File: config.mk
export PLATFORM = sky130hd
export DESIGN_NAME = next_prime_finder_top
export DESIGN_NICKNAME = d
export VERILOG_FILES = /design/src/hw/rtl/npf_pkg.sv /design/src/hw/rtl/npf_dp.sv /design/src/hw/rtl/npf_seq.sv /design/src/hw/rtl/next_prime_finder_top.sv
export SDC_FILE = /design/constraint.sdc
export NUM_CORES = 1
export LEC_CHECK = 0
export BUFFER_PORTS_ARGS = -buffer_cell sky130_fd_sc_hd__clkbuf_2
export CAP_MARGIN = 5
export CORE_ASPECT_RATIO = 0.5
export CORE_MARGIN = 10
export CORE_UTILIZATION = 50
export DETAILED_ROUTE_END_ITERATION = 8
export GPL_ROUTABILITY_DRIVEN = 0
export GPL_TIMING_DRIVEN = 1
export HOLD_SLACK_MARGIN = 0.08
export PLACE_DENSITY = 0.64
export SETUP_SLACK_MARGIN = 0.5
export SLEW_MARGIN = 20
export SYNTH_ARGS = -nofsm -noshare
export SYNTH_HDL_FRONTEND = slang
export SYNTH_SLANG_ARGS = --single-unit
File: constraint.sdc
create_clock -name clk_i -period 8.4 [get_ports clk_i]
set_clock_uncertainty 0.05 [all_clocks]
set_input_delay 0.42 -clock clk_i [delete_from_list [all_inputs] [get_ports clk_i]]
set_output_delay 0.42 -clock clk_i [all_outputs]
set_load 0.005 [all_outputs]
File: src/hw/rtl/npf_pkg.sv
// types, microcode table and constants for the next prime finder
package npf_pkg;

  localparam int unsigned PRIME_W = 31;
  localparam int unsigned PC_W    = 4;

  typedef enum logic [2:0] {
    OP_NONE,
    OP_LOAD,
    OP_DINIT,
    OP_DIVINIT,
    OP_DIVSTEP,
    OP_DNEXT,
    OP_CNEXT,
    OP_EMIT
  } op_e;

  typedef enum logic [2:0] {
    C_NEVER,
    C_ALWAYS,
    C_NOT_ACCEPT,
    C_SMALL,
    C_SQ_GT,
    C_DIV_MORE,
    C_REM_ZERO,
    C_OUT_BUSY
  } cond_e;

  typedef struct packed {
    op_e             op;
    cond_e           cond;
    logic [PC_W-1:0] target;
    logic            take;
  } ucode_t;

  typedef struct packed {
    logic low_start;
    logic sq_gt;
    logic div_more;
    logic rem_zero;
    logic out_busy;
  } stat_t;

  localparam logic [PC_W-1:0] S_FETCH = PC_W'(0);
  localparam logic [PC_W-1:0] S_CAND  = PC_W'(2);
  localparam logic [PC_W-1:0] S_BOUND = PC_W'(3);
  localparam logic [PC_W-1:0] S_DIV   = PC_W'(5);
  localparam logic [PC_W-1:0] S_NEXT  = PC_W'(8);
  localparam logic [PC_W-1:0] S_EMIT  = PC_W'(9);

  // control store: jump to target when cond holds, else fall through
  function automatic ucode_t ucode_rom(input logic [PC_W-1:0] pc);
    ucode_t w;
    case (pc)
      PC_W'(0):  w = '{op: OP_LOAD,    cond: C_NOT_ACCEPT, target: S_FETCH, take: 1'b1};
      PC_W'(1):  w = '{op: OP_NONE,    cond: C_SMALL,      target: S_EMIT,  take: 1'b0};
      PC_W'(2):  w = '{op: OP_DINIT,   cond: C_NEVER,      target: S_FETCH, take: 1'b0};
      PC_W'(3):  w = '{op: OP_NONE,    cond: C_SQ_GT,      target: S_EMIT,  take: 1'b0};
      PC_W'(4):  w = '{op: OP_DIVINIT, cond: C_NEVER,      target: S_FETCH, take: 1'b0};
      PC_W'(5):  w = '{op: OP_DIVSTEP, cond: C_DIV_MORE,   target: S_DIV,   take: 1'b0};
      PC_W'(6):  w = '{op: OP_NONE,    cond: C_REM_ZERO,   target: S_NEXT,  take: 1'b0};
      PC_W'(7):  w = '{op: OP_DNEXT,   cond: C_ALWAYS,     target: S_BOUND, take: 1'b0};
      PC_W'(8):  w = '{op: OP_CNEXT,   cond: C_ALWAYS,     target: S_CAND,  take: 1'b0};
      PC_W'(9):  w = '{op: OP_EMIT,    cond: C_OUT_BUSY,   target: S_EMIT,  take: 1'b0};
      PC_W'(10): w = '{op: OP_NONE,    cond: C_ALWAYS,     target: S_FETCH, take: 1'b0};
      default:   w = '{op: OP_NONE,    cond: C_ALWAYS,     target: S_FETCH, take: 1'b0};
    endcase
    return w;
  endfunction

endpackage

File: src/hw/rtl/npf_dp.sv
// datapath: candidate, divisor, running square, bit-serial remainder, output register
module npf_dp #(
  parameter int unsigned VALUE_WIDTH = 32
) (
  input  logic                          clk_i,
  input  logic                          rst_ni,
  input  npf_pkg::op_e                  op_i,
  input  logic [VALUE_WIDTH-1:0]        start_value_i,
  input  logic                          out_stall_i,
  output npf_pkg::stat_t                stat_o,
  output logic                          out_valid_o,
  output logic [npf_pkg::PRIME_W-1:0]   next_prime_o
);

  localparam int unsigned W    = VALUE_WIDTH;
  localparam int unsigned CntW = $clog2(VALUE_WIDTH);

  logic [W-1:0]    cand_q, cand_d;
  logic [W-1:0]    div_q, div_d;
  logic [W:0]      sq_q, sq_d;
  logic [W-1:0]    rem_q, rem_d;
  logic [CntW-1:0] cnt_q, cnt_d;
  logic            small_q, small_d;
  logic            out_valid_q, out_valid_d;
  logic [npf_pkg::PRIME_W-1:0] prime_q, prime_d;

  logic                            start_small;
  logic [W:0]                      shifted;
  logic [W+1:0]                    diff;
  logic [npf_pkg::PRIME_W+W-1:0]   cand_ext;

  // negative, or unsigned value of two or less
  assign start_small = start_value_i[W-1] | (start_value_i <= W'(2));

  // one restoring division step: bring in the next candidate bit
  assign shifted  = {rem_q, cand_q[cnt_q]};
  assign diff     = {1'b0, shifted} - {2'b00, div_q};
  assign cand_ext = {{npf_pkg::PRIME_W{1'b0}}, cand_q};

  always_comb begin
    cand_d      = cand_q;
    div_d       = div_q;
    sq_d        = sq_q;
    rem_d       = rem_q;
    cnt_d       = cnt_q;
    small_d     = small_q;
    prime_d     = prime_q;
    out_valid_d = out_valid_q & out_stall_i;
    case (op_i)
      npf_pkg::OP_LOAD: begin
        small_d = start_small;
        cand_d  = start_small ? W'(2) : (start_value_i | W'(1));
      end
      npf_pkg::OP_DINIT: begin
        div_d = W'(3);
        sq_d  = (W + 1)'(9);
      end
      npf_pkg::OP_DIVINIT: begin
        rem_d = '0;
        cnt_d = CntW'(W - 1);
      end
      npf_pkg::OP_DIVSTEP: begin
        rem_d = diff[W+1] ? shifted[W-1:0] : diff[W-1:0];
        cnt_d = cnt_q - CntW'(1);
      end
      npf_pkg::OP_DNEXT: begin
        // (d+2)^2 = d^2 + 4d + 4
        div_d = div_q + W'(2);
        sq_d  = sq_q + {div_q[W-2:0], 2'b00} + (W + 1)'(4);
      end
      npf_pkg::OP_CNEXT: begin
        cand_d = cand_q + W'(2);
      end
      npf_pkg::OP_EMIT: begin
        out_valid_d = 1'b1;
        prime_d     = cand_ext[npf_pkg::PRIME_W-1:0];
      end
      default: begin
      end
    endcase
  end

  always_ff @(posedge clk_i or negedge rst_ni) begin
    if (!rst_ni) begin
      out_valid_q <= 1'b0;
    end else begin
      out_valid_q <= out_valid_d;
    end
  end

  always_ff @(posedge clk_i) begin
    cand_q  <= cand_d;
    div_q   <= div_d;
    sq_q    <= sq_d;
    rem_q   <= rem_d;
    cnt_q   <= cnt_d;
    small_q <= small_d;
    prime_q <= prime_d;
  end

  assign stat_o.low_start = small_q;
  assign stat_o.sq_gt     = sq_q > {1'b0, cand_q};
  assign stat_o.div_more  = cnt_q != '0;
  assign stat_o.rem_zero  = rem_q == '0;
  assign stat_o.out_busy  = out_valid_q & out_stall_i;

  assign out_valid_o  = out_valid_q;
  assign next_prime_o = prime_q;

endmodule

File: src/hw/rtl/npf_seq.sv
// microcode sequencer: step counter, control store lookup, jump evaluation
module npf_seq (
  input  logic           clk_i,
  input  logic           rst_ni,
  input  logic           in_valid_i,
  input  npf_pkg::stat_t stat_i,
  output logic           in_stall_o,
  output npf_pkg::op_e   op_o
);

  logic [npf_pkg::PC_W-1:0] pc_q, pc_d;
  npf_pkg::ucode_t          uw;
  logic                     accept;
  logic                     jump;

  assign uw     = npf_pkg::ucode_rom(pc_q);
  assign accept = uw.take & in_valid_i;

  always_comb begin
    case (uw.cond)
      npf_pkg::C_NEVER:      jump = 1'b0;
      npf_pkg::C_ALWAYS:     jump = 1'b1;
      npf_pkg::C_NOT_ACCEPT: jump = !accept;
      npf_pkg::C_SMALL:      jump = stat_i.low_start;
      npf_pkg::C_SQ_GT:      jump = stat_i.sq_gt;
      npf_pkg::C_DIV_MORE:   jump = stat_i.div_more;
      npf_pkg::C_REM_ZERO:   jump = stat_i.rem_zero;
      npf_pkg::C_OUT_BUSY:   jump = stat_i.out_busy;
      default:               jump = 1'b1;
    endcase
  end

  // suppress ops whose handshake did not complete
  always_comb begin
    op_o = uw.op;
    if (uw.op == npf_pkg::OP_LOAD && !accept) begin
      op_o = npf_pkg::OP_NONE;
    end
    if (uw.op == npf_pkg::OP_EMIT && stat_i.out_busy) begin
      op_o = npf_pkg::OP_NONE;
    end
  end

  assign pc_d       = jump ? uw.target : pc_q + npf_pkg::PC_W'(1);
  assign in_stall_o = !uw.take;

  always_ff @(posedge clk_i or negedge rst_ni) begin
    if (!rst_ni) begin
      pc_q <= npf_pkg::S_FETCH;
    end else begin
      pc_q <= pc_d;
    end
  end

endmodule

File: src/hw/rtl/next_prime_finder_top.sv
// top level of the next prime finder: microcode sequencer plus trial-division datapath
// a start of two or less goes straight to the result; otherwise each candidate
//   is divided by odd divisors (up to isqrt/2 of them) in the one-bit-per-cycle
//   remainder unit, between the fetch and the result hand-off
// one transaction in flight at a time; the next is taken only after the result is registered
// reset: asynchronous, clears the step counter and the output valid flag
module next_prime_finder_top #(
  parameter int unsigned VALUE_WIDTH = 32
) (
  input  logic                               clk_i,
  input  logic                               rst_ni,
  // input channel
  input  logic                               in_valid_i,
  output logic                               in_stall_o,
  input  logic signed [VALUE_WIDTH-1:0]      start_value_i,
  // output channel
  output logic                               out_valid_o,
  input  logic                               out_stall_i,
  output logic        [npf_pkg::PRIME_W-1:0] next_prime_o
);

  // control word op and datapath flags between sequencer and datapath
  npf_pkg::op_e   op;
  npf_pkg::stat_t stat;

  // sequencer walks the control store: fetch, small-value bypass,
  // per-candidate bound check, bit-serial remainder loop, divisor step,
  // candidate step and result emit
  npf_seq u_seq (
    .clk_i      (clk_i),
    .rst_ni     (rst_ni),
    .in_valid_i (in_valid_i),
    .stat_i     (stat),
    .in_stall_o (in_stall_o),
    .op_o       (op)
  );

  // datapath keeps the running square of the divisor so the bound check
  // is a plain compare, and holds the result in its own output register
  npf_dp #(
    .VALUE_WIDTH (VALUE_WIDTH)
  ) u_dp (
    .clk_i         (clk_i),
    .rst_ni        (rst_ni),
    .op_i          (op),
    .start_value_i (start_value_i),
    .out_stall_i   (out_stall_i),
    .stat_o        (stat),
    .out_valid_o   (out_valid_o),
    .next_prime_o  (next_prime_o)
  );

endmodule

# ---- Word-level counts from Yosys, hierarchy flattened
# Memory sizes are Yosys's and may differ from the RTL's.
# Index checks and enable logic that the tools add are counted.
dict set report totals {
  rom_bits 176
  input_bits 36
  mem_count 1
  elab_cells 63
  regBits 171
  out_inout_bits 33
}
# name words width rd rd_clocked_by_memory_dff write_ports line
set memory_table {}
lappend memory_table {{(name not given)} 16 11 1 0 0 npf_pkg.sv:54} ;# case (pc)
dict set report op_classes {
  n_eq_ne 16
  reduce_logical 10
  n_addsub 7
  mux 14
  bitwise_logic 3
  magnitude_cmp 3
}
# op count
set op_table {}
lappend op_table {{case mux 32 bit (2 select lines)} 3}
lappend op_table {{case mux 33 bit (2 select lines)} 1}
lappend op_table {{adder 32 x 2 -> 32 bit (second input constant)} 2}
lappend op_table {{2-to-1 mux 32 bit} 2}
lappend op_table {{subtractor 33 x 32 -> 34 bit} 1}
lappend op_table {{adder 33 x 3 -> 33 bit (second input constant)} 1}
lappend op_table {{adder 33 bit} 1}
lappend op_table {{greater-than comparator 33 x 32 -> 1 bit} 1}
lappend op_table {{less-or-equal comparator 32 x 2 -> 1 bit (second input constant)} 1}
lappend op_table {{logical NOT 32 bit} 1}
lappend op_table {{equality test 3 bit (second input constant)} 9}
lappend op_table {{equality test 3 x 2 -> 1 bit (second input constant)} 4}
lappend op_table {{case mux 5 bit (2 select lines)} 1}
lappend op_table {{equality test 3 x 1 -> 1 bit (second input constant)} 3}
lappend op_table {{case mux 1 bit (8 select lines)} 1}
lappend op_table {{less-than comparator 5 x 6 -> 1 bit (second input constant)} 1}
lappend op_table {{2-to-1 mux 3 bit} 2}
lappend op_table {{nonzero test 2 bit} 3}
lappend op_table {{binary-select mux 1 bit (select 5 bit)} 1}
lappend op_table {{nonzero test 5 bit} 1}
lappend op_table {{subtractor 5 x 1 -> 5 bit (second input constant)} 1}
lappend op_table {{adder 4 x 1 -> 4 bit (second input constant)} 1}
lappend op_table {{2-to-1 mux 4 bit} 1}
lappend op_table {{logical NOT 3 bit} 1}
lappend op_table {{5 further kinds} 9}

# ---- Longest topological paths before layout
# Gate-level depths: netlist (run 1).
# An unclocked memory read counts as a cell.
dict set report depth {
  word_depth 8
  ltp_mapped 17
  ltp_nobuf 15
}

# ---- Hierarchy
# From an unflattened synthesis (run 1), not the netlist that was laid out.
dict set report hier_totals {
  hier_cells 1293
  hier_area_um2 12649.6
}
# mod area_per_inst_um2 seq_area_each_um2 instances cells_each
set by_module_without_submodules {}
lappend by_module_without_submodules {npf_dp 12069.1 4889.7 1 1228}
lappend by_module_without_submodules {npf_seq 580.6 100.1 1 65}

# ---- Worst setup path before layout (run 1)
# OpenSTA, ideal clock, no wires.
dict set report synth_path {
  kind {reg2reg}
  startpoint {register u_dp.cnt_q[1]}
  endpoint {register u_dp.rem_q[28] (data pin)}
  setup_slack_ps 4354
  stages_incl_launch_ff 17
  n_path_buf 1
  t_arrival_ps 3732
  required_ps 8086
  setup_time_ps 264
  period_less_slack_ps 4046
  path_cell_list {edfxtp_1 -> buf_4 -> mux4_2 -> a21oi_1 -> and4_1 -> nor3_2 -> fa_1 -> a211oi_1 -> o211ai_1 -> nand3_1 -> o311ai_1 -> a2111oi_0 -> nor2_1 -> a21oi_1 -> nor2b_1 -> o41ai_1 -> o21ai_0}
}
dict set report synth_via {
  elab_chain_cells 5
}
# item line
set synth_lines {}
lappend synth_lines {{start, declared} npf_dp.sv:22} ;# logic [CntW-1:0] cnt_q, cnt_d;
lappend synth_lines {{start signal, assigned} npf_dp.sv:96} ;# cnt_q <= cnt_d;
lappend synth_lines {{binary-select mux 1 bit (select 5 bit)} npf_dp.sv:36} ;# assign shifted = {rem_q, cand_q[cnt_q]};
lappend synth_lines {{2-to-1 mux 1 bit (implied by the code)} npf_dp.sv:36}
lappend synth_lines {{subtractor 33 x 32 -> 34 bit} npf_dp.sv:37} ;# assign diff = {1'b0, shifted} - {2'b00, div_q};
lappend synth_lines {{2-to-1 mux 32 bit} npf_dp.sv:63} ;# rem_d = diff[W+1] ? shifted[W-1:0] : diff[W-1:0];
lappend synth_lines {{case mux 32 bit (2 select lines)} npf_dp.sv:49} ;# case (op_i)
lappend synth_lines {{end signal, assigned} npf_dp.sv:95} ;# rem_q <= rem_d;
lappend synth_lines {{end, declared} npf_dp.sv:21} ;# logic [W-1:0] rem_q, rem_d;
# Every way passes these cells. The select of a mux whose other input is x is not followed.
# A chain may end at the register's enable or synchronous reset.

# ---- Final worst setup path (run 1)
# Ends and elaborated chain as after synthesis.

==> results.cfg, run 1 <==
[setup_path]
cp_max_fo = 16
crit_chain = mux4_2 -> a21oi_1 -> and4_1 -> nor3_2 -> fa_1 -> a211oi_1 -> o211ai_1 -> nand3_1 -> o311ai_1 -> a2111oi_0 -> nor2_1 -> a21oi_1 -> nor2b_1 -> o41ai_1 -> o21ai_0
path_delay_family = compound AO/OA/AOI/OAI gates
critical_path.slowest_cell = edfxtp_1
crit_path_end_kind = register
setup.worst_path.class = reg2reg
critical_path.startpoint_type = register
worst_ep_arrival_time_ns = 5.20
worst_path_most_repeated_cell = a21oi_1
worst-endpoint-required_ns = 8.53
cp_num_buf_inv = 0
max_stage_delay_ns = 0.74

[floorplanning]
die_w_um = 241
die-area_um2 = 31500
floorplan.initialDensity = 0.509
num_io_pins = 69
fp-row-count = 40
die_h_um = 131
fp.coreArea_um2 = 24000

[finish]
leading_cell_type_in_the_layout_fill_and_taps_excluded = edfxtp_1
instances_no_fill = 1643
final_core_util = 0.560
seq_area_um2 = 4990
area_growth_syn_to_layout_pct = 10.2
diodes = 0
multi_input_comb_area_um2 = 6730
final_nets = 1479
layout_common_cells = 162 x edfxtp_1, 128 x nor2_1, 126 x ha_1, 96 x nand2_1, 92 x inv_1
fraction_of_layout_instances_using_a_drive_strength_above_1 = 0.101
total_non_filler_cell_area_in_the_finished_layout_um2 = 13500
layout.filler_cells = 2097

[logic_synthesis]
async_reset_ff_frac = 0.0299
yosysSeqAreaShare = 0.408
synth.yosys.warnings = 0
synth_simple_gate_area_share = 0.166
adder_and_majority_cell_fraction_of_the_synthesized_area = 0.132
synth.distinct_cells = 70
postSynthRegisterBits = 167
yosys.area.top_type = edfxtp_1
ys_top_cells_by_area = edfxtp_1 40%, ha_1 13%, xnor2_1 6.5%
synthMuxAreaShare = 0.0328
yosys_most_used_dff = edfxtp_1
synth.net_count = 1416
yosys.area_share.xor_xnor = 0.0774
post_synth_inst_count = 1252
mappedNetlistArea_um2 = 12200
yosysTopAreaCellShare = 0.398
combinational_family_with_the_most_area_after_synthesis = simple AND/OR/NAND/NOR gates
synth-edff-count = 162
syn_area_per_cell_um2 = 9.76
synth_compound_area_frac = 0.141

[clocking]
path_clk_slew_ns = 0.07
cts_made_buffers = 17
tritoncts = yes
clk_root_buffer_cell = clkbuf_16
clock_tree.buffer_depth = 2
ctsResizeCount = 0
htreeDepth = 4
clock-sinks = 167
clock_insertion_delay_worst_skew_ns = 0.45

[sta]
max-slew-margin-rel = 0.435
timing_max_transition_violations_final = 0
period_share = 0.604
hold_ws_ns = 0.221
final.setup.tns_ns = 0
timing_worst_slew_pin_value_ns = 0.826
report.final.setup_viol = 0
worst_slack_ns = 3.33
achievable-frequency_mhz = 197
period_needed_ns = 5.07
grt_setup_unrepaired = no
timing.final.hold_violations = 0

[drt]
dr_total_vias = 9635
totalWireLength_um = 30100
route.detailed.wl_per_inst_um = 18.3
drc = 0
ant_nets = 0
drt_first_iter_violations = 769
number_of_detailed_route_iterations_in_the_first_pass = 5
route.detailed.vias_per_inst = 5.86

[global_route]
globalRoute.totalOverflow = 0
grt_pass1_wl_um = 48600
globalRouteTotalUtil = 0.196
grt_max_degree = 62
first_global_vias = 9092
grt_antenna_before_repair = 0

[hold_path]
holdCritPathClass = in2reg

[pwr]
power_per_cell_area_nw_per_um2 = 279
p_int_mw = 2.24
clock_power_share = 0.210
total_switching_power_mw = 1.51
vdd_drop_max_v = 0.000153
power.leakage_nw = 5.50
power.share.combinational = 0.417
total_power_mw = 3.76
seq_power_share = 0.373
netSwitchingFraction = 0.403

[flow_run]
cap_viol_max_count = 0

[placed_design]
post_dp_cell_area_um2 = 12800
hpwlAfterDp_um = 23100
count_of_input_and_output_buffers = 68
place_ws_ns = 3.39
post-place-cells = 1609

[run_status]
run_status = completed
==> state kept, by name, summed over array words and instances, names as in the netlist <==
name               flops
u_dp.cand_q           32
u_dp.rem_q            32
u_dp.div_q            31
u_dp.next_prime_o     31
u_dp.sq_q             30
u_dp.cnt_q             5
u_seq.pc_q             4
u_dp.out_valid_o       1
u_dp.small_q           1
==> tightest hold or removal path: cells and delay by family <==
kind / cells / cell delay [ns]
AO/OA/AOI/OAI: 1 / 0.06
AND/OR/NAND/NOR: 1 / 0.04
buffers and inverters: 1 / 0.09
==> repair_timing <==
item,4_1_cts,5_1_grt
endpoints found under the hold margin,5,0
setup buffers,0,0
hold buffers,1,0
==> power groups by stage <==
stage | sequential (mW) | clock (mW) | combinational [mW]
6_report | 1.40 | 0.788 | 1.57
5_1_grt | 1.43 | 0.835 | 1.76
4_1_cts | 1.40 | 0.802 | 1.55
3_5_place_dp | 1.42 | 0 | 1.54
3_3_place_gp | 1.41 | 0 | 1.51
2_1_floorplan | 1.34 | 0 | 1.19
==> layer usage <==
layer  GRT usage  share of wire  vias up
met5           0              0        -
met4      0.0559          0.014        0
met3      0.0435          0.072       31
met2       0.297           0.43      283
met1       0.277           0.49     4604
li1            -              -     4717
==> cells by family (layout without fill, tap and decap cells) <==
logic type,after synthesis,after routing
AOI/OAI and AO/OA,266,266
xor gates and xnor gates,108,108
adders and majority gates,128,128
buffers and inverters,125,201
DFF,167,167
muxes,35,35
and+or+nand+nor,423,423
==> layout make-up <==
type / count / share of cell area
clock buffer: 18 / 0.0319
multi-input combinational: 960 / 0.500
inverter: 92 / 0.0257
timing repair buffer: 77 / 0.0320
clock inverter: 14 / 0.0104
tap: 315 / 0.0293
sequential: 167 / 0.371
==> Yosys cell counts, types with 4 or more instances <==
| cell type | n |
|---|---|
| nor2_1 | 129 |
| ha_1 | 126 |
| mux4_2 | 4 |
| and2_1 | 6 |
| nor3_1 | 37 |
| o21bai_1 | 10 |
| xor2_1 | 18 |
| buf_4 | 4 |
| a22oi_1 | 4 |
| and3_1 | 17 |
| o211ai_1 | 8 |
| dfrtp_1 | 5 |
| a211oi_1 | 11 |
| nand2_1 | 97 |
| inv_1 | 92 |
| o21a_1 | 5 |
| or2_2 | 5 |
| xnor2_1 | 90 |
| mux2i_1 | 31 |
| nand3_1 | 34 |
| nand4_1 | 24 |
| a21o_1 | 39 |
| a2111oi_0 | 5 |
| nor4_1 | 21 |
| nand2b_1 | 12 |
| a21oi_1 | 72 |
| o21ai_0 | 67 |
| a31o_2 | 6 |
| clkbuf_1 | 21 |
| or3_1 | 8 |
| nor2b_1 | 15 |
| a31oi_1 | 6 |
| edfxtp_1 | 162 |
==> path summary, 6_finish.rpt <==
kind	from	end	slack [ns]	cells past startpoint
setup / recovery	u_dp.cnt_q[1]	u_dp.rem_q[28]	3.33	15
hold / removal	start_value_i[18]	u_dp.cand_q[18]	0.22	3
setup reg to reg	u_dp.cnt_q[1]	u_dp.rem_q[28]	3.33	15
hold reg to reg	u_dp.cand_q[0]	u_dp.next_prime_o[0]	0.45	0
max in group asynchronous	rst_ni	u_seq.pc_q[1]	7.88	2
min in group asynchronous	rst_ni	u_seq.pc_q[0]	0.27	2
Power figures use the tool's default switching activity.
==> run 2: changes to the inputs <==
- ABC_AREA: default -> 1
- clock period: 8.4 -> 5.1 ns (I/O delays scaled with it)
==> results.cfg, run 2 <==
[pwr]
total_power_mw = 10.5
power.share.combinational = 0.582
clock_power_share = 0.131
seq_power_share = 0.288
netSwitchingFraction = 0.510
power.leakage_nw = 6.34
vdd_drop_max_v = 0.000324
p_int_mw = 5.15
power_per_cell_area_nw_per_um2 = 730
total_switching_power_mw = 5.37

[clocking]
cts_post_setup_buffers_inserted = 0
ctsHoldBuffers = 16
cts_made_buffers = 17
path_clk_slew_ns = 0.08
clock-sinks = 167
clock_insertion_delay_worst_skew_ns = 0.46
htreeDepth = 4
ctsResizeCount = 0
clk_root_buffer_cell = clkbuf_16
tritoncts = yes
clock_tree.buffer_depth = 2

[placed_design]
post_dp_cell_area_um2 = 13600
hpwlAfterDp_um = 27100
count_of_input_and_output_buffers = 68

[logic_synthesis]
syn_area_per_cell_um2 = 8.07
synth.net_count = 1769
yosysTopAreaCellShare = 0.376
synth.yosys.warnings = 0
synth_top_cells_by_count = 302 x nand2_1, 225 x inv_1, 162 x edfxtp_1, 150 x a21oi_1, 147 x nor2_1
combinational_family_with_the_most_area_after_synthesis = simple AND/OR/NAND/NOR gates
mappedNetlistArea_um2 = 12900
ys_top_cells_by_area = edfxtp_1 38%, ha_1 12%, nand2_1 8.8%
post_synth_inst_count = 1605
synth_compound_area_frac = 0.161
yosysSeqAreaShare = 0.385
postSynthRegisterBits = 167
synth_simple_gate_area_share = 0.226
async_reset_ff_frac = 0.0299
synthMuxAreaShare = 0
yosys.area_share.xor_xnor = 0.0210
yosys_most_used_dff = edfxtp_1
adder_and_majority_cell_fraction_of_the_synthesized_area = 0.125
synth.distinct_cells = 61
synth_most_common_cell = nand2_1
synth-edff-count = 162
yosys.area.top_type = edfxtp_1

[setup_path]
timing.critical_path.to = u_dp.div_q[17]
worst_ep_arrival_time_ns = 3.80
crit_path_start = u_seq.pc_q[0]
setup.worst_path.class = reg2reg
regToRegStartpoint = u_seq.pc_q[0]
critical_path.startpoint_type = register
reg2reg_setup_slack_ns = 1.40
worst-endpoint-required_ns = 5.19
cp_max_fo = 35
crit_path_end_kind = register
rr_worst_depth = 12
crit-reg2reg-capture = u_dp.div_q[17]

[drt]
number_of_detailed_route_iterations_in_the_first_pass = 5
ant_nets = 0
dr_total_vias = 11700
drt_first_iter_violations = 1214
drc = 0
route.detailed.wl_per_inst_um = 17.2
route.detailed.vias_per_inst = 5.73
totalWireLength_um = 35200

[global_route]
globalRoute.totalOverflow = 0
grt_pass1_wl_um = 56900
grt_antenna_before_repair = 1
globalRouteTotalUtil = 0.213
first_global_vias = 11100
grt_max_degree = 38

[sta]
report.final.setup_viol = 0
timing.final.hold_violations = 0
timing_worst_slew_pin_value_ns = 0.999
achievable-frequency_mhz = 270
timing_max_transition_violations_final = 0
grt_setup_unrepaired = no
final.setup.tns_ns = 0
period_share = 0.726
max-slew-margin-rel = 0.333
period_needed_ns = 3.70

[floorplanning]
fp.coreArea_um2 = 25300
num_io_pins = 69
floorplan.initialDensity = 0.511
die_w_um = 248
fp-row-count = 41
die-area_um2 = 33100
die_h_um = 134

[finish]
total_non_filler_cell_area_in_the_finished_layout_um2 = 14400
layout.filler_cells = 2264
diodes = 0
final_nets = 1854
top_regs = u_dp.cand_q: 32 flops, u_dp.rem_q: 32 flops
fraction_of_layout_instances_using_a_drive_strength_above_1 = 0.104
area_growth_syn_to_layout_pct = 11.3
leading_cell_type_in_the_layout_fill_and_taps_excluded = nand2_1
layout_common_cells = 301 x nand2_1, 225 x inv_1, 162 x edfxtp_1, 150 x a21oi_1, 146 x nor2_1

[flow_run]
cap_viol_max_count = 0

[run_status]
run_status = completed

[hold_path]
holdCritPathClass = in2reg
run 2: cell types whose count changed after synthesis, sizes merged, moves of 32 or more:
cell / delta
o21ai: +44
a21oi: +80
nand2: +212
nand3: +53
inv: +145
a21o: -32
xnor2: -76
run 2: stage by stage:
stage               setup slack [ns]  hold slack (ns)   util  std cells
floorplan                      0.537          -0.0906      -       1605
global route                    1.08            0.114  0.569       2047
finish                          1.40           0.0970  0.569       2047
detailed placement              1.45           0.0332  0.538       1999
global placement                1.60           0.0300  0.538       1999
CTS                             1.42           0.0819  0.569       2047
run 2: critical path, stage by stage, from the launching register on:
cell and delay (ns):
dfrtp_1 0.44, inv_1 0.11, ha_1 0.32, nor2_1 0.14, inv_2 0.07, a31oi_4 0.20, inv_2 0.09, a31oi_1 0.20
o21ai_1 0.12, nor2_2 0.15, nand2_2 0.44, nand2_2 0.64, buf_4 0.39
run 2: area by class of cell:
type | count | area, um^2 | area share
tap | 344 | 430 | 0.0299
multi-input combinational | 1174 | 6920 | 0.481
inverter | 238 | 895 | 0.0621
timing repair buffer | 92 | 561 | 0.0389
clock inverter | 15 | 184 | 0.0128
sequential | 167 | 4990 | 0.346
clock buffer | 17 | 425 | 0.0295
run 2: power groups by stage:
stage / clock network, mW / registers (mW) / logic, mW
2_1_floorplan: 0 / 2.80 / 4.62
3_3_place_gp: 0 / 3.01 / 5.88
3_5_place_dp: 0 / 3.03 / 5.99
4_1_cts: 1.40 / 3.01 / 6.05
5_1_grt: 1.45 / 3.10 / 6.94
6_report: 1.37 / 3.03 / 6.12
run 2: worst min path at each step:
stage / cells after the start / slack [ns] / from / end
2_1_floorplan: 0 / -0.09 / rst_ni / u_dp.out_valid_o
3_3_place_gp: 1 / 0.03 / rst_ni / u_seq.pc_q[3]
3_5_place_dp: 1 / 0.03 / rst_ni / u_dp.out_valid_o
4_1_cts: 3 / 0.08 / start_value_i[5] / u_dp.cand_q[5]
5_1_grt: 3 / 0.11 / start_value_i[8] / u_dp.cand_q[8]
6_report: 3 / 0.1 / start_value_i[5] / u_dp.cand_q[5]
run 2: cells by family after synthesis:
group | Yosys count
buffers and inverters | 264
and+or+nand+nor | 660
xor gates and xnor gates | 31
AOI/OAI and AO/OA | 355
DFF | 167
adders and majority gates | 128
run 2: layer usage:
metal | vias up | wire [um] | global-route usage
met4 | 0 | 715 | 0.0785
li1 | 5742 | - | -
met1 | 5432 | 16600 | 0.302
met5 | - | 0 | 0
met3 | 52 | 2750 | 0.0325
met2 | 513 | 15100 | 0.321
